[config.mk]
export PLATFORM = sky130hd
export DESIGN_NAME = cfr_div
export DESIGN_NICKNAME = d
export VERILOG_FILES = /design/src/hdl/cfr_pkg.sv /design/src/hdl/cfr_div.sv
export SDC_FILE = /design/constraint.sdc
export NUM_CORES = 1
export LEC_CHECK = 0
export BUFFER_PORTS_ARGS = -buffer_cell sky130_fd_sc_hd__buf_2
export CORE_MARGIN = 2
export CORE_UTILIZATION = 55
export CTS_CLUSTER_DIAMETER = 120
export CTS_CLUSTER_SIZE = 30
export DETAILED_ROUTE_END_ITERATION = 10
export PLACE_DENSITY = 0.73
export SLEW_MARGIN = 20
export SYNTH_ARGS = -nofsm -noshare
export SYNTH_HDL_FRONTEND = slang
export SYNTH_SLANG_ARGS = --single-unit
[constraint.sdc]
create_clock -name clock -period 3.5 [get_ports clock]
set_input_delay 0.175 -clock clock [delete_from_list [all_inputs] [get_ports clock]]
set_output_delay 0.175 -clock clock [all_outputs]
set_load 0.01 [all_outputs]
[src/hdl/cfr_pkg.sv]
// Package with shared widths, constants and types of the regret matching core.
package cfr_pkg;
   localparam int MaxActions = 16;
   localparam int MaxHands   = 2048;
   localparam int ActW       = $clog2(MaxActions);
   localparam int HandW      = $clog2(MaxHands);
   localparam int EntW       = ActW + HandW;
   localparam int Entries    = MaxActions * MaxHands;
   localparam int RegW       = 31;
   localparam int SumW       = 35;
   localparam int CumW       = 63;
   localparam int ProbW      = 17;
   localparam int QuoW       = 18;
   localparam int DivNumW    = 51;
   localparam logic [ProbW-1:0] ProbOne = 17'h10000;

   // Operation codes of the request stream.
   localparam logic OP_UPDATE = 1'b0;
   localparam logic OP_READ   = 1'b1;

   // Register indexes on the configuration port.
   localparam logic [0:0] REG_ACTIONS = 1'b0;
   localparam logic [0:0] REG_HANDS   = 1'b1;

   // Request (start and operands) and response (done and quotient) of the shared divider.
   typedef struct packed {
      logic                start;
      logic [DivNumW-1:0]  numer;
      logic [SumW-1:0]     denom;
   } div_req_type;

   typedef struct packed {
      logic                done;
      logic [QuoW-1:0]     quot;
   } div_rsp_type;
endpackage

[src/hdl/cfr_div.sv]
// Restoring divider, one quotient bit per cycle, saturating at the quotient width.
module cfr_div
   import cfr_pkg::*;
(
   input  logic        clock,
   input  logic        reset,
   input  div_req_type div_req,
   output div_rsp_type div_rsp
);
   localparam int CntW = $clog2(DivNumW + 1);

   logic [DivNumW-1:0] num_ff, num_in;
   logic [SumW:0]      rem_ff, rem_in;
   logic [SumW-1:0]    den_ff, den_in;
   logic [QuoW-1:0]    quo_ff, quo_in;
   logic               sat_ff, sat_in;
   logic [CntW-1:0]    cnt_ff, cnt_in;
   logic               busy_ff, busy_in;
   logic               done_ff, done_in;
   logic [SumW+1:0]    trial;

   // A start loads the operands; while busy, one shift and subtract step per cycle.
   always_comb begin
      num_in  = num_ff;
      rem_in  = rem_ff;
      den_in  = den_ff;
      quo_in  = quo_ff;
      sat_in  = sat_ff;
      cnt_in  = cnt_ff;
      busy_in = busy_ff;
      done_in = 1'b0;
      trial   = {rem_ff, num_ff[DivNumW-1]} - {2'b00, den_ff};
      if (div_req.start) begin
         num_in  = div_req.numer;
         den_in  = div_req.denom;
         rem_in  = '0;
         quo_in  = '0;
         sat_in  = 1'b0;
         cnt_in  = CntW'(DivNumW);
         busy_in = 1'b1;
      end else if (busy_ff) begin
         num_in = {num_ff[DivNumW-2:0], 1'b0};
         if (!trial[SumW+1]) begin
            rem_in = trial[SumW:0];
            sat_in = sat_ff | quo_ff[QuoW-1];
            quo_in = {quo_ff[QuoW-2:0], 1'b1};
         end else begin
            rem_in = {rem_ff[SumW-1:0], num_ff[DivNumW-1]};
            sat_in = sat_ff | quo_ff[QuoW-1];
            quo_in = {quo_ff[QuoW-2:0], 1'b0};
         end
         cnt_in = cnt_ff - 1'b1;
         if (cnt_ff == CntW'(1)) begin
            busy_in = 1'b0;
            done_in = 1'b1;
         end
      end
   end

   always_ff @(posedge clock) begin
      if (reset) begin
         busy_ff <= 1'b0;
         done_ff <= 1'b0;
         cnt_ff  <= '0;
      end else begin
         busy_ff <= busy_in;
         done_ff <= done_in;
         cnt_ff  <= cnt_in;
      end
      num_ff <= num_in;
      rem_ff <= rem_in;
      den_ff <= den_in;
      quo_ff <= quo_in;
      sat_ff <= sat_in;
   end

   assign div_rsp.done = done_ff;
   assign div_rsp.quot = sat_ff ? '1 : quo_ff;
endmodule

== Yosys cells after proc, flatten, opt, wreduce, memory -nomap -nowiden ==
Cells that the tools add are included.

* RAM bits: 0
* Bits in registers: 149
* Bits of input ports: 89
* Output and inout port bits: 19
* Memories kept: 0
* Logic and storage cells: 28
* Memory bits (read-only): 0
* Latch bits: 0

* Multiply operators: 0
* Div/mod/pow operators: 0
* Equality and inequality tests: 1
* Multiplexer cells: 11
* Bitwise gates (word level): 2
* Shift-type cells: 0
* Add/subtract/negate cells: 2
* Reduce and logical (&&, ||, !) cells: 3
* $lt $le $gt $ge: 0

{| class="wikitable"
|+ Operator list
! operator !! number
|-
| 51-bit two-way mux || 2
|-
| 37-bit by 35-bit subtractor with 37-bit output || 1
|-
| 36-bit two-way mux || 1
|-
| 18-bit two-way mux || 1
|-
| 6-bit two-way mux || 2
|-
| 6-bit by 1-bit == test with 1-bit output, second input constant || 1
|-
| 6-bit by 1-bit subtractor with 6-bit output, second input constant || 1
|-
| 1-bit two-way mux || 5
|-
| 3-bit OR reduction || 1
|-
| 2-bit nonzero test || 1
|-
| 2-bit OR reduction || 1
|-
| 1-bit inverter || 1
|-
| 1-bit OR || 1
|}

== Depth between registers and ports, before layout ==
Gate-level depths: netlist (run 1).

* Word-level depth: 4
* Depth in mapped cells: 14
* Depth with buffers taken out: 13

== Worst setup path after synthesis (run 1) ==
OpenSTA, ideal clock, no wires.

* Path kind: flip-flop to flip-flop
* Start point: reg num_ff[50]
* End point: reg rem_ff[0]
* Setup time: 0.086 ns
* Cell stages (with the launch flop): 13
* Required time: 3.414 ns
* Clock period less this slack: 2.755 ns
* Data arrival time: 2.670 ns
* Slack: 0.745 ns
* Path buffers: 0
* Cell sequence: edfxtp_1 > inv_1 > ha_1 > inv_1 > fa_1 > a21oi_1 > o211ai_1 > nand3_1 > and3_1 > a211oi_1 > a211oi_4 > mux2_2 > a211oi_1

* Word-level cells in the longest chain between the ends: 2

{| class="wikitable"
|+ RTL lines
! what !! RTL line !! text
|-
| from (decl) || cfr_div.sv:12 || <nowiki>logic [DivNumW-1:0] num_ff, num_in;</nowiki>
|-
| from (signal assigned) || cfr_div.sv:70 || <nowiki>num_ff <= num_in;</nowiki>
|-
| 37-bit by 35-bit subtractor with 37-bit output || cfr_div.sv:32 || <nowiki>trial = {rem_ff, num_ff[DivNumW-1]} - {2'b00, den_ff};</nowiki>
|-
| 36-bit two-way mux * || cfr_div.sv:43 || <nowiki>if (!trial[SumW+1]) begin</nowiki>
|-
| to (signal assigned) || cfr_div.sv:71 || <nowiki>rem_ff <= rem_in;</nowiki>
|-
| to (decl) || cfr_div.sv:13 || <nowiki>logic [SumW:0] rem_ff, rem_in;</nowiki>
|}

Every way passes the cells marked *; elsewhere a longest branch is shown, timed or not.
A chain may end at the register's enable or synchronous reset.

== Final worst setup path (run 1) ==
* Start point: reg den_ff[29]
* End point: reg rem_ff[0]

* Word-level cells in the longest chain between the ends: 2

{| class="wikitable"
|+ RTL lines
! what !! RTL line !! text
|-
| from (decl) || cfr_div.sv:14 || <nowiki>logic [SumW-1:0] den_ff, den_in;</nowiki>
|-
| from (signal assigned) || cfr_div.sv:72 || <nowiki>den_ff <= den_in;</nowiki>
|-
| 37-bit by 35-bit subtractor with 37-bit output || cfr_div.sv:32 ||
|-
| 36-bit two-way mux || cfr_div.sv:43 ||
|}

Every way passes these cells.

==> metrics.md, run 1 <==
| Metric | Value |
|---|---|
| Clock slew seen by the registers of the worst setup and hold paths | 0.06 ns |
| Final Hold Fails | 0 |
| Global-route total usage across every layer | 0.2137 |
| Clock latency at the later pin of the worst-skew pair | between 0.4 and 0.5 ns |
| Part of the power in combinational logic | 0.186 |
| Synth area leader | sky130_fd_sc_hd__edfxtp_1 |
| Number of diodes | 0 |
| Number of distinct library cells after synthesis | 58 |
| Sequential element share of the synthesized area | 0.4809 |
| Routability-driven placement congestion ratio | approximately 0.95 |
| Reg2reg path depth | 11 |
| Remaining Overflow, GRT | 0 |
| Detailed-routing iteration count for the pre-antenna-repair pass | 6 |
| Drt drc | 0 |
| Vias in the first global route | approximately 6000 |
| Register bit total from synthesis | ~150 |
| Number of core rows | 44 |
| Headroom to the max-slew limit | 0.3500 |
| Starting DRC count in detailed routing | between 300 and 400 |
| Setup-failing EPs final | 0 |
| Post-route met1 wirelength | about 7300 um |
| Area growth from synthesis to layout | 19.32% |
| Internal portion of total power | 3.314 mW |
| Hold/Removal Path Class | input port to flop |
| Synthesized netlist net count | roughly 900 |
| Critical Setup Path Class | flop to flop |
| Sw Share | 0.2754 |
| Initial core utilization | 0.5563 |
| Routed wire length on met3 | roughly 850 um |
| Die Y-Extent | between 100 and 150 um |
| Detailed-route wire length per cell | 14.83 um |
| Kind of start point of the critical path | flop |
| Highest fanout seen on the critical path | 17 |
| Required time at the worst-slack endpoint | 3.84 ns |
| Floorplan die area | 15510 um^2 |
| Post-DP HPWL | 11050 um |
| Main flop type after synthesis | sky130_fd_sc_hd__edfxtp_1 |
| Highest metal used | met4 |
| Core region area | 14370 um^2 |
| Critical register-to-register path endpoint | rem_ff[0] |
| Filler instances | between 1000 and 1500 |
| Nets@finish | about 1000 |
| Pin count of the biggest net entering global routing | 83 |
| Number of nets with antenna violations after routing | 0 |
| Ranking of synthesized cells by area | sky130_fd_sc_hd__edfxtp_1, sky130_fd_sc_hd__dfxtp_1, sky130_fd_sc_hd__mux2_2, sky130_fd_sc_hd__ha_1, sky130_fd_sc_hd__mux2i_1 |
| Setup repair after global routing missed its margin | no |
| Longest Clk Path Bufs | 2 |
| Post-Synthesis Mean Instance Area | between 10 and 15 um^2 |
| Detailed-routed wire length on met2 | between 7000 and 8000 um |
| Leakage power summed over all cells | about 4 nW |
| Share of total power in sequential cells | 0.456 |
| Outcome | completed |
| Ys Warns | 0 |
| Synth Cell Area | ~8000 um^2 |
| Clock Power Share | 0.358 |
| Post-Route WL | approximately 16000 um |
| Kind of end point of the critical path | flop |
| Maximum VDD drop | roughly 0.38 mV |
| Achievable frequency | around 0.31 GHz |
| Area fraction of the dominant cell type after synthesis | 0.3231 |
| Clock tree from TritonCTS | built |
| Number of sinks driven by the clock tree | 149 |
| Critical path origin | den_ff[29] |
| Total via count in the routed design | 6024 |
| Crit share post-route | 0.9084 |
| Endpoint of the most critical setup path | rem_ff[0] |
| EDFF count, synth | between 80 and 90 |
| Ratio of cells with drive above 1 in the final layout | 0.2414 |
| Actual slew at the worst max-slew pin | between 0.9 and 1 ns |
| Max capacitance violation total | 0 |
| Count of final max-slew check failures | 0 |
| Final clock skew | roughly 0.011 ns |
| Global-route wire length before repair | 27400 um |
| Power density cells | about 480 nW/um^2 |
| Final total negative setup slack | 0 ns |
| Worst reg-to-reg setup slack | approximately 0.32 ns |
| Number of antenna violations at the first check in global routing | 0 |
| Synthesized netlist cell count | 763 |
| Level count of the clock H-tree | 4 |
| Width of the chip | around 120 um |
| Input/output buffers | around 110 |
| Net Sw Power | approximately 1.3 mW |
| FFs w/ async S/R, synth | 0 |
| Routed vias/inst | 5.542 |
| Number of primary I/O pins | about 110 |
| Data arrival time of the worst path | 3.51 ns |
| Root buffer cell | sky130_fd_sc_hd__clkbuf_16 |
| R2r startpoint | den_ff[29] |
| Post-Route Hold Slack | about 0.034 ns |
| Time the final worst path needs with I/O delays and setup | 3.179 ns |
| Post-CTS setup buffer count | 0 |
| Number of buffers created by CTS | 17 |
[worst max-delay path, cell delays in order (launching register included)]
cell and delay [ns]:
sky130_fd_sc_hd__edfxtp_1 0.32, sky130_fd_sc_hd__inv_1 0.04, sky130_fd_sc_hd__ha_1 0.36, sky130_fd_sc_hd__a21o_1 0.21, sky130_fd_sc_hd__a21oi_1 0.20, sky130_fd_sc_hd__o21ai_0 0.13, sky130_fd_sc_hd__o31ai_1 0.31, sky130_fd_sc_hd__mux2_2 0.41
sky130_fd_sc_hd__a211oi_4 0.33, sky130_fd_sc_hd__buf_12 0.21, sky130_fd_sc_hd__mux2_2 0.35, sky130_fd_sc_hd__a211oi_1 0.22
[power groups by stage]
stage               registers (mW)  clock network [mW]  logic [mW]
floorplan                     2.09                   0       0.635
detailed placement            2.12                   0       0.808
finish                        2.09                1.64       0.849
global placement              2.11                   0       0.778
global route                  2.10                1.75       0.943
CTS                           2.09                1.68       0.844
[synth_stat cells, types with 3 or more instances]
master	count
sky130_fd_sc_hd__o211ai_1	7
sky130_fd_sc_hd__nor3_1	13
sky130_fd_sc_hd__dfxtp_1	63
sky130_fd_sc_hd__o21a_1	5
sky130_fd_sc_hd__o21bai_1	3
sky130_fd_sc_hd__nand2_1	34
sky130_fd_sc_hd__and3_1	7
sky130_fd_sc_hd__a211oi_1	32
sky130_fd_sc_hd__nor2b_1	9
sky130_fd_sc_hd__nor2_1	78
sky130_fd_sc_hd__ha_1	37
sky130_fd_sc_hd__edfxtp_1	86
sky130_fd_sc_hd__nand3_1	12
sky130_fd_sc_hd__o22ai_1	3
sky130_fd_sc_hd__o21ai_0	26
sky130_fd_sc_hd__mux2i_1	44
sky130_fd_sc_hd__nand2b_1	5
sky130_fd_sc_hd__clkbuf_1	32
sky130_fd_sc_hd__a31oi_1	9
sky130_fd_sc_hd__a21o_1	5
sky130_fd_sc_hd__nand4_1	6
sky130_fd_sc_hd__xor2_1	15
sky130_fd_sc_hd__inv_1	50
sky130_fd_sc_hd__mux2_2	52
sky130_fd_sc_hd__a21oi_1	46
sky130_fd_sc_hd__buf_6	3
sky130_fd_sc_hd__or2_2	19
sky130_fd_sc_hd__xnor2_1	20
sky130_fd_sc_hd__or3_1	3
[area by class of cell]
| cell class | instances | area (um^2) | area share |
|---|---|---|---|
| Inverter | 50 | 187.7 | 0.01968 |
| Timing Repair Buffer | 147 | 950.9 | 0.09971 |
| Clock buffer | 18 | 429.2 | 0.04500 |
| Multi-Input combinational cell | 525 | 3790 | 0.3974 |
| Sequential cell | 149 | 3847 | 0.4034 |
| Clock inverter | 14 | 101.3 | 0.01063 |
| Tap cell | 184 | 230.2 | 0.02414 |
[metrics by stage]
stage | instances | instance area [um^2] | power (mW) | utilization | setup slack, ns
6_report | 1087 | 9537 | 4.574 | 0.6637 | 0.3205
5_1_grt | 1087 | 9537 | 4.796 | 0.6637 | 0.04848
4_1_cts | 1087 | 9534 | 4.613 | 0.6635 | 0.3165
3_5_place_dp | 1020 | 8653 | 2.927 | 0.6022 | 0.3357
3_3_place_gp | 1020 | 8653 | 2.892 | 0.6022 | 0.4683
2_1_floorplan | 763 | 7993 | 2.722 | - | 0.7446
[worst min-delay path by stage]
stage | startpoint | end | slack, ns | cells after the start
6_report | div_req[35] | num_ff[0] | 0.03 | 2
3_5_place_dp | div_req[30] | den_ff[30] | 0.35 | 1
3_3_place_gp | div_req[28] | den_ff[28] | 0.35 | 1
5_1_grt | div_req[35] | num_ff[0] | 0.02 | 2
2_1_floorplan | div_req[0] | den_ff[0] | 0.27 | 0
4_1_cts | reset | busy_ff | 0.009 | 2
[timing repair]
| item | in CTS | in global routing |
|---|---|---|
| hold buffers | 35 | 0 |
| hold endpoints to repair | 35 | 0 |
| endpoints found under the setup margin | 0 | 1 |
| gates resized for setup | 0 | 0 |
[cell families (layout without fill, tap and decap cells)]
group / Yosys count / in the layout / share of synthesized area
AND/OR/NAND/NOR: 199 / 199 / 0.1196
AO/OA/AOI/OAI: 157 / 157 / 0.1271
flip-flops: 149 / 149 / 0.4809
multiplexers: 96 / 96 / 0.1284
buffers and inverters: 89 / 229 / 0.04524
adder cells (fa/ha/maj): 38 / 38 / 0.06043
XOR/XNOR: 35 / 35 / 0.03835
[metal layers]
layer	GRT usage	up-vias
met5	0	-
met1	0.2606	2843
li1	-	3008
met4	0.07138	0
met2	0.3629	145
met3	0.06314	28
[cells in the final DEF, fill, tap and decap left out, types with 3 or more instances in the layout]
master	n
sky130_fd_sc_hd__inv_1	50
sky130_fd_sc_hd__o22ai_1	3
sky130_fd_sc_hd__buf_4	4
sky130_fd_sc_hd__clkinvlp_4	4
sky130_fd_sc_hd__xnor2_1	20
sky130_fd_sc_hd__or3_1	3
sky130_fd_sc_hd__inv_6	5
sky130_fd_sc_hd__o21ai_0	26
sky130_fd_sc_hd__dlygate4sd3_1	35
sky130_fd_sc_hd__nand2_1	34
sky130_fd_sc_hd__mux2_2	52
sky130_fd_sc_hd__nor2b_1	9
sky130_fd_sc_hd__o21bai_1	3
sky130_fd_sc_hd__clkbuf_16	17
sky130_fd_sc_hd__dfxtp_1	62
sky130_fd_sc_hd__o211ai_1	7
sky130_fd_sc_hd__and3_1	7
sky130_fd_sc_hd__edfxtp_1	86
sky130_fd_sc_hd__xor2_1	15
sky130_fd_sc_hd__o21a_1	5
sky130_fd_sc_hd__mux2i_1	44
sky130_fd_sc_hd__clkinv_2	3
sky130_fd_sc_hd__nand4_1	6
sky130_fd_sc_hd__a21oi_1	46
sky130_fd_sc_hd__a31oi_1	9
sky130_fd_sc_hd__a21o_1	5
sky130_fd_sc_hd__nand3_1	12
sky130_fd_sc_hd__nor3_1	13
sky130_fd_sc_hd__nand2b_1	5
sky130_fd_sc_hd__buf_2	106
sky130_fd_sc_hd__nor2_1	78
sky130_fd_sc_hd__ha_1	37
sky130_fd_sc_hd__a211oi_1	32
sky130_fd_sc_hd__or2_2	18
[state kept, by name, summed over array words and instances, names as in the netlist]
signal and count:
num_ff 51, rem_ff 36, den_ff 35, quo_ff 18
cnt_ff 6, busy_ff 1, done_ff 1, sat_ff 1
Power figures use the tool's default switching activity.
==> run 2, diff against run 1 <==
--- a/config.mk
+++ b/config.mk
@@ -6,11 +6,11 @@
 export NUM_CORES = 1
 export LEC_CHECK = 0
 export BUFFER_PORTS_ARGS = -buffer_cell sky130_fd_sc_hd__buf_2
-export CORE_MARGIN = 2
 export CORE_UTILIZATION = 55
 export CTS_CLUSTER_DIAMETER = 120
 export CTS_CLUSTER_SIZE = 30
 export DETAILED_ROUTE_END_ITERATION = 10
+export HOLD_SLACK_MARGIN = 0.12
 export PLACE_DENSITY = 0.73
 export SLEW_MARGIN = 20
 export SYNTH_ARGS = -nofsm -noshare
==> run 2 against run 1 <==
Critical endpoint is now rem_ff[17]. Largest power group unchanged. Fmax rose by 2.5%. Highest routed layer unchanged. Critical path type unchanged. Core utilization up 5.7 points. Non-clock buffer count increased by 53. Clock power grew 15%. First-iteration DRC count grew 19%. Wire length grew 10%.
==> metrics.md, run 2 (same netlist as run 1, synthesis figures left out) <==
| Metric | Value |
|---|---|
| Outcome | completed (unchanged) |
| Share of total power in sequential cells | 0.428 (was 0.456) |
| Clock Power Share | 0.386 (was 0.358) |
| Core region area | 14040 um^2 (was 14370 um^2) |
| Routed vias/inst | 5.510 (was 5.542) |
| Drt drc | 0 (unchanged) |
| Clock latency at the later pin of the worst-skew pair | 0.43 ns (was 0.42 ns) |
| Final Hold Fails | 0 (unchanged) |
| Root buffer cell | sky130_fd_sc_hd__clkbuf_16 (unchanged) |
| Global-route total usage across every layer | 0.2525 (was 0.2137) |
| Max FFs per register | 51 (unchanged) |
| Nets@finish | 1070 (was 1017) |
| R2r startpoint | num_ff[50] (was den_ff[29]) |
| Longest Clk Path Bufs | 2 (unchanged) |
| Internal portion of total power | 3.565 mW (was 3.314 mW) |
| Power density cells | 481.0 nW/um^2 (was 479.6 nW/um^2) |
| Headroom to the max-slew limit | 0.5413 (was 0.3500) |
| Number of nets with antenna violations after routing | 0 (unchanged) |
| Width of the chip | 122.6 um (was 124.6 um) |
| Floorplan die area | 15020 um^2 (was 15510 um^2) |
| Post-cts gate resize count | 0 (unchanged) |
| Final total negative setup slack | 0 ns (unchanged) |
| Post-Route WL | 17790 um (was 16120 um) |
| Post-DP HPWL | 10630 um (was 11050 um) |
| Maximum VDD drop | 0.4171 mV (was 0.3797 mV) |
| Setup-failing EPs final | 0 (unchanged) |
| Max capacitance violation total | 0 (unchanged) |
| Detailed-route wire length per cell | 15.66 um (was 14.83 um) |
| Number of core rows | 43 (was 44) |
| Area growth from synthesis to layout | 26.71% (was 19.32%) |
| Routability-driven placement congestion ratio | 0.8847 (was 0.9458) |
| Final core utilization | 0.7212 (was 0.6637) |
| Vias in the first global route | 6428 (was 6024) |
| Storage cell area | 3847 um^2 (unchanged) |
| Final clock skew | 0.01131 ns (was 0.01090 ns) |
| Time the final worst path needs with I/O delays and setup | 3.101 ns (was 3.179 ns) |
| Actual slew at the worst max-slew pin | 0.6707 ns (was 0.9750 ns) |
| Crit share post-route | 0.8860 (was 0.9084) |
| Input/output buffers | 107 (unchanged) |
| Number of primary I/O pins | 108 (unchanged) |
| Achievable frequency | 0.3225 GHz (was 0.3145 GHz) |
| Number of diodes | 0 (unchanged) |
| Commonest non-fill, non-tap cells in the layout | sky130_fd_sc_hd__buf_2, sky130_fd_sc_hd__dlygate4sd3_1, sky130_fd_sc_hd__edfxtp_1, sky130_fd_sc_hd__nor2_1, sky130_fd_sc_hd__dfxtp_1 (was sky130_fd_sc_hd__buf_2, sky130_fd_sc_hd__edfxtp_1, sky130_fd_sc_hd__nor2_1, sky130_fd_sc_hd__dfxtp_1, sky130_fd_sc_hd__mux2_2) |
| Critical Setup Path Class | flop to flop (unchanged) |
| Die Y-Extent | 122.6 um (was 124.6 um) |
| Post-Route Hold Slack | 0.2403 ns (was 0.03428 ns) |
| Filler instances | 1011 (was 1131) |
| Remaining Overflow, GRT | 0 (unchanged) |
| Total via count in the routed design | 6259 (was 6024) |
| Kind of start point of the critical path | flop (unchanged) |
| Reg2reg path depth | 13 (was 11) |
| Number of antenna violations at the first check in global routing | 0 (unchanged) |
| Critical path origin | num_ff[50] (was den_ff[29]) |
| Most common library cell in the layout ignoring fill and taps | sky130_fd_sc_hd__buf_2 (unchanged) |
| Initial core utilization | 0.5692 (was 0.5563) |
| Highest fanout seen on the critical path | 16 (was 17) |
| Clock slew seen by the registers of the worst setup and hold paths | 0.06 ns (about the same) |
| Kind of end point of the critical path | flop (unchanged) |
| Part of the power in combinational logic | 0.186 (about the same) |
| Footprint of the multi-input gates | 3790 um^2 (unchanged) |
| Sw Share | 0.2682 (was 0.2754) |
| Required time at the worst-slack endpoint | 3.83 ns (was 3.84 ns) |
| Post-CTS setup buffer count | 0 (unchanged) |
| Level count of the clock H-tree | 4 (unchanged) |
| Pin count of the biggest net entering global routing | 114 (was 83) |
| Starting DRC count in detailed routing | 464 (was 390) |
| Count of final max-slew check failures | 0 (unchanged) |
| HP Start | div_req[86] (was div_req[35]) |
| Clock tree from TritonCTS | built (unchanged) |
| Setup repair after global routing missed its margin | no (unchanged) |
| Global-route wire length before repair | 29660 um (was 27400 um) |
| Number of buffers created by CTS | 17 (unchanged) |
| Hold depth | 2 (unchanged) |
| Hold/Removal Path Class | input port to flop (unchanged) |
| Data arrival time of the worst path | 3.43 ns (was 3.51 ns) |
| Detailed-routing iteration count for the pre-antenna-repair pass | 5 (was 6) |
| Net Sw Power | 1.306 mW (was 1.260 mW) |
| Number of sinks driven by the clock tree | 149 (unchanged) |
| Hold bufs inserted after CTS | 87 (was 35) |
| Biggest registers after layout | num_ff: 51 flops, rem_ff: 36 flops, den_ff: 35 flops (unchanged) |
| Register ranked first by flip-flop count | num_ff (unchanged) |
| Ratio of cells with drive above 1 in the final layout | 0.2301 (was 0.2414) |
| Leakage power summed over all cells | 4.247 nW (was 3.974 nW) |
[run 2: routing by layer]
layer  GRT usage  vias up  wire length [um]
met1      0.3057     2954              7816
met5           0        -                 0
li1            -     3108                 -
met4     0.09451        0               302
met2      0.4322      169              8774
met3     0.06227       28               891
[run 2: stage by stage]
| stage | area [um^2] | cells | worst slack (ns) | power (mW) |
|---|---|---|---|---|
| after global placement | 8643 | 1017 | 0.5524 | 2.890 |
| after detailed placement | 8643 | 1017 | 0.3868 | 2.918 |
| final | 10130 | 1136 | 0.3990 | 4.871 |
| after global routing | 10130 | 1136 | 0.07611 | 5.080 |
| after CTS | 10120 | 1136 | 0.3825 | 4.871 |
| after floorplan | 7993 | 763 | 0.7446 | 2.722 |
[run 2: worst max-delay path: stages, from the launching register on]
cell and delay, ns:
sky130_fd_sc_hd__edfxtp_1 0.36, sky130_fd_sc_hd__inv_1 0.08, sky130_fd_sc_hd__ha_1 0.17, sky130_fd_sc_hd__inv_1 0.05, sky130_fd_sc_hd__fa_1 0.39, sky130_fd_sc_hd__a21oi_1 0.23, sky130_fd_sc_hd__o211ai_1 0.16, sky130_fd_sc_hd__nand3_1 0.13
sky130_fd_sc_hd__and3_1 0.23, sky130_fd_sc_hd__a211oi_1 0.14, sky130_fd_sc_hd__a211oi_4 0.32, sky130_fd_sc_hd__buf_4 0.35, sky130_fd_sc_hd__mux2i_1 0.12, sky130_fd_sc_hd__a211oi_1 0.26
[run 2: final timing paths]
path | endpoint | slack [ns]
hold / removal | rem_ff[28] | 0.24
setup reg to reg | rem_ff[17] | 0.40
setup / recovery | rem_ff[17] | 0.40
hold reg to reg | rem_ff[28] | 0.50
[run 2: cell type report]
class / count / area share
clock inverters: 12 / 0.01408
well taps: 180 / 0.02224
multi-input cells: 525 / 0.3742
repair buffers: 200 / 0.1448
flip-flops and latches: 149 / 0.3799
clock buffers: 20 / 0.04621
inverters: 50 / 0.01853
[run 2: power by group through the flow]
stage / Clock, mW / Sequential (mW) / Combinational (mW)
after floorplan: 0 / 2.09 / 0.635
after global placement: 0 / 2.11 / 0.780
after detailed placement: 0 / 2.11 / 0.804
after CTS: 1.90 / 2.08 / 0.888
after global routing: 1.98 / 2.10 / 1.00
final: 1.88 / 2.09 / 0.904
==> run 3, diff against run 2 <==
--- a/config.mk
+++ b/config.mk
@@ -5,13 +5,14 @@
 export SDC_FILE = /design/constraint.sdc
 export NUM_CORES = 1
 export LEC_CHECK = 0
+export ABC_AREA = 1
 export BUFFER_PORTS_ARGS = -buffer_cell sky130_fd_sc_hd__buf_2
 export CORE_UTILIZATION = 55
 export CTS_CLUSTER_DIAMETER = 120
 export CTS_CLUSTER_SIZE = 30
 export DETAILED_ROUTE_END_ITERATION = 10
 export HOLD_SLACK_MARGIN = 0.12
-export PLACE_DENSITY = 0.73
+export PLACE_DENSITY = 0.72
 export SLEW_MARGIN = 20
 export SYNTH_ARGS = -nofsm -noshare
 export SYNTH_HDL_FRONTEND = slang
==> run 3 against run 2 <==
Synthesized cell count grew 56%. Critical endpoint is now rem_ff[31]. Clock-buffer cell count shrank 1. Critical path type unchanged. Hold slack lost 0.025 ns. Flip-flop and latch count is the same. Sequential share of layout area shrank 2.4 points. First-iteration DRC count grew 15%. Largest cell class is now multi-input gates. Non-clock buffer count shrank 1. Wire length grew 20%. Area after synthesis grew 7.8%. Fmax grew 21%. Setup slack gained 0.54 ns. Core utilization shrank 1.3 points.
==> metrics.md, run 3 <==
| Metric | Value |
|---|---|
| Outcome | completed (unchanged) |
| Starting DRC count in detailed routing | 533 (was 464) |
| Power density cells | 408.4 nW/um^2 (was 481.0 nW/um^2) |
| Number of diodes | 0 (unchanged) |
| Data arrival time of the worst path | 2.94 ns (was 3.43 ns) |
| Longest Clk Path Bufs | 2 (unchanged) |
| Initial core utilization | 0.5648 (was 0.5692) |
| Actual slew at the worst max-slew pin | 0.8746 ns (was 0.6707 ns) |
| Critical Setup Path Class | flop to flop (unchanged) |
| Register ranked first by flip-flop count | num_ff (unchanged) |
| Main flop type after synthesis | sky130_fd_sc_hd__edfxtp_1 (unchanged) |
| Internal portion of total power | 3.332 mW (was 3.565 mW) |
| Post-cts gate resize count | 0 (unchanged) |
| Number of buffers created by CTS | 17 (unchanged) |
| Area fraction of the dominant cell type after synthesis | 0.2997 (was 0.3231) |
| Commonest cells in the netlist | sky130_fd_sc_hd__nand2_1, sky130_fd_sc_hd__inv_1, sky130_fd_sc_hd__edfxtp_1 (was sky130_fd_sc_hd__edfxtp_1, sky130_fd_sc_hd__nor2_1, sky130_fd_sc_hd__dfxtp_1) |
| Time the final worst path needs with I/O delays and setup | 2.562 ns (was 3.101 ns) |
| Part of the power in combinational logic | 0.110 (was 0.186) |
| Clock tree from TritonCTS | built (unchanged) |
| Kind of end point of the critical path | flop (unchanged) |
| Area growth from synthesis to layout | 25.38% (was 26.71%) |
| Clock latency at the later pin of the worst-skew pair | 0.43 ns (about the same) |
| Detailed-routing iteration count for the pre-antenna-repair pass | 6 (was 5) |
| Hold worst-path end | den_ff[32] (was rem_ff[28]) |
| Sw Share | 0.2451 (was 0.2682) |
| Hold bufs inserted after CTS | 87 (unchanged) |
| Crit share post-route | 0.7321 (was 0.8860) |
| Filler-free cell count of the finished design | 1600 (was 1136) |
| Ranking of synthesized cells by area | sky130_fd_sc_hd__edfxtp_1, sky130_fd_sc_hd__nand2_1, sky130_fd_sc_hd__dfxtp_1, sky130_fd_sc_hd__inv_1, sky130_fd_sc_hd__ha_1 (was sky130_fd_sc_hd__edfxtp_1, sky130_fd_sc_hd__dfxtp_1, sky130_fd_sc_hd__mux2_2, sky130_fd_sc_hd__ha_1, sky130_fd_sc_hd__mux2i_1) |
| Vias in the first global route | 7534 (was 6428) |
| Synth area leader | sky130_fd_sc_hd__edfxtp_1 (unchanged) |
| Synthesized netlist net count | 1314 (was 890) |
| Synth Cell Area | 8618 um^2 (was 7993 um^2) |
| Core region area | 15260 um^2 (was 14040 um^2) |
| HP Start | div_req[86] (unchanged) |
| Width of the chip | 127.2 um (was 122.6 um) |
| Ratio of cells with drive above 1 in the final layout | 0.1289 (was 0.2301) |
| Ys Warns | 0 (unchanged) |
| Sequential element share of the synthesized area | 0.4460 (was 0.4809) |
| R2r startpoint | num_ff[50] (unchanged) |
| Number of distinct library cells after synthesis | 40 (was 58) |
| Nets@finish | 1503 (was 1070) |
| Final total negative setup slack | 0 ns (unchanged) |
| Number of primary I/O pins | 108 (unchanged) |
| Hold depth | 1 (was 2) |
| Max FFs per register | 51 (unchanged) |
| Most common library cell in the layout ignoring fill and taps | sky130_fd_sc_hd__nand2_1 (was sky130_fd_sc_hd__buf_2) |
| Global-route total usage across every layer | 0.2734 (was 0.2525) |
| Total via count in the routed design | 7863 (was 6259) |
| Required time at the worst-slack endpoint | 3.87 ns (was 3.83 ns) |
| Critical register-to-register path endpoint | rem_ff[31] (was rem_ff[17]) |
| FFs w/ async S/R, synth | 0 (unchanged) |
| Most frequently used cell type in the post-synthesis netlist | sky130_fd_sc_hd__nand2_1 (was sky130_fd_sc_hd__edfxtp_1) |
| Max capacitance violation total | 0 (unchanged) |
| Post-Synthesis Mean Instance Area | 7.261 um^2 (was 10.48 um^2) |
| EDFF count, synth | 86 (unchanged) |
| Post-Route WL | 21280 um (was 17790 um) |
| Routed vias/inst | 4.914 (was 5.510) |
| Final clock skew | 0.01030 ns (was 0.01131 ns) |
| Number of sinks driven by the clock tree | 149 (unchanged) |
| Kind of start point of the critical path | flop (unchanged) |
| Input/output buffers | 107 (unchanged) |
| Achievable frequency | 0.3903 GHz (was 0.3225 GHz) |
| Drt drc | 0 (unchanged) |
| Detailed-route wire length per cell | 13.30 um (was 15.66 um) |
| Hold/Removal Path Class | input port to flop (unchanged) |
| Floorplan die area | 16170 um^2 (was 15020 um^2) |
| Worst reg-to-reg setup slack | 0.94 ns (was 0.40 ns) |
| Post-CTS setup buffer count | 0 (unchanged) |
| Routability-driven placement congestion ratio | 0.9175 (was 0.8847) |
| Maximum VDD drop | 0.3930 mV (was 0.4171 mV) |
| Number of nets with antenna violations after routing | 0 (unchanged) |
| Global-route wire length before repair | 34810 um (was 29660 um) |
| Level count of the clock H-tree | 4 (unchanged) |
| Leakage power summed over all cells | 5.707 nW (was 4.247 nW) |
| Final Hold Fails | 0 (unchanged) |
| Clock slew seen by the registers of the worst setup and hold paths | 0.06 ns (about the same) |
| Number of core rows | 45 (was 43) |
| Net Sw Power | 1.081 mW (was 1.306 mW) |
| Setup-failing EPs final | 0 (unchanged) |
| Share of total power in sequential cells | 0.456 (was 0.428) |
| Register bit total from synthesis | 149 (unchanged) |
| Reg2reg path depth | 15 (was 13) |
| Remaining Overflow, GRT | 0 (unchanged) |
| Count of final max-slew check failures | 0 (unchanged) |
| Setup repair after global routing missed its margin | no (unchanged) |
| Headroom to the max-slew limit | 0.4161 (was 0.5413) |
| Pin count of the biggest net entering global routing | 59 (was 114) |
| Post-DP HPWL | 13650 um (was 10630 um) |
| Number of antenna violations at the first check in global routing | 0 (unchanged) |
| Biggest registers after layout | num_ff: 51 flops, rem_ff: 36 flops, den_ff: 35 flops (unchanged) |
| Root buffer cell | sky130_fd_sc_hd__clkbuf_16 (unchanged) |
| Highest fanout seen on the critical path | 33 (was 16) |
| Die Y-Extent | 127.2 um (was 122.6 um) |
| Commonest non-fill, non-tap cells in the layout | sky130_fd_sc_hd__nand2_1, sky130_fd_sc_hd__inv_1, sky130_fd_sc_hd__buf_2, sky130_fd_sc_hd__dlygate4sd3_1, sky130_fd_sc_hd__edfxtp_1 (was sky130_fd_sc_hd__buf_2, sky130_fd_sc_hd__dlygate4sd3_1, sky130_fd_sc_hd__edfxtp_1, sky130_fd_sc_hd__nor2_1, sky130_fd_sc_hd__dfxtp_1) |
| Synthesized netlist cell count | 1187 (was 763) |
| Clock Power Share | 0.434 (was 0.386) |
| Placed cell count | 1481 (was 1017) |
run 3: changes by cell type after synthesis, sizes merged, moves of 15 or more:
cell,before,now
nand3,12,49
o22ai,3,18
a211oi,33,1
nand2,35,559
or2,19,1
xnor2,20,4
mux2i,44,0
inv,50,161
mux2,52,0
run 3: power groups by stage:
stage	clock (mW)	combinational [mW]	sequential [mW]
final	1.91	0.488	2.01
after global routing	1.99	0.544	2.02
after CTS	1.93	0.473	2.01
after detailed placement	0	0.395	2.04
after global placement	0	0.391	2.04
after floorplan	0	0.266	2.04
run 3: cell type report:
class                      count  area (um^2)
timing repair buffer         199         1459
tap                          211        264.0
fill                        1244         4453
sequential                   149         3844
clock buffer                  19        442.9
multi-input combinational    845         4008
clock inverter                13        172.7
inverter                     164        615.6
run 3: worst max-delay path by stage:
stage / to / slack, ns / startpoint
after floorplan: num_ff[0] / 0.77 / div_req[86]
after global placement: rem_ff[31] / 1.03 / num_ff[50]
after detailed placement: rem_ff[29] / 0.94 / num_ff[50]
after CTS: rem_ff[31] / 0.90 / num_ff[50]
after global routing: rem_ff[31] / 0.68 / num_ff[50]
final: rem_ff[31] / 0.94 / num_ff[50]
run 3: cell families (layout without fill, tap and decap cells):
kind of cell,after synthesis,after routing,synth area share
buf+inv,193,395,0.08957
flops,149,149,0.4460
xor+xnor,23,23,0.02337
fa+ha+maj,38,38,0.05604
simple gates,700,700,0.3269
compound gates,84,84,0.05807
run 3: per-stage QoR:
step | instance area (um^2) | worst slack, ns | util | hold slack (ns) | power, mW
final | 10810 | 0.9375 | 0.7082 | 0.2154 | 4.413
after global routing | 10810 | 0.6763 | 0.7082 | 0.2182 | 4.561
after CTS | 10810 | 0.9027 | 0.7082 | 0.2047 | 4.411
after detailed placement | 9319 | 0.9373 | 0.6107 | 0.3533 | 2.440
after global placement | 9319 | 1.031 | 0.6107 | 0.3516 | 2.432
after floorplan | 8618 | 0.7681 | - | 0.2444 | 2.304
run 3: layer usage:
layer	wire [um]	up-vias	global-route usage	share of wire
met1	9253	3534	0.3237	0.43
met5	0	-	0	0
met4	522	0	0.1190	0.025
li1	-	4077	-	-
met3	1030	45	0.05737	0.048
met2	10470	207	0.4803	0.49
run 3: critical path: stages, from the launching register on:
cell,delay (ns)
sky130_fd_sc_hd__edfxtp_1,0.38
sky130_fd_sc_hd__inv_1,0.07
sky130_fd_sc_hd__ha_1,0.14
sky130_fd_sc_hd__inv_1,0.07
sky130_fd_sc_hd__fa_1,0.43
sky130_fd_sc_hd__nand3_1,0.10
sky130_fd_sc_hd__nand3_1,0.14
sky130_fd_sc_hd__nand4_1,0.15
sky130_fd_sc_hd__nand3_2,0.12
sky130_fd_sc_hd__nand2_4,0.11
sky130_fd_sc_hd__nand3_2,0.12
sky130_fd_sc_hd__nand2_4,0.32
sky130_fd_sc_hd__nand2_1,0.16
sky130_fd_sc_hd__nand2_1,0.09
sky130_fd_sc_hd__nand2_1,0.04
sky130_fd_sc_hd__nand2_1,0.06
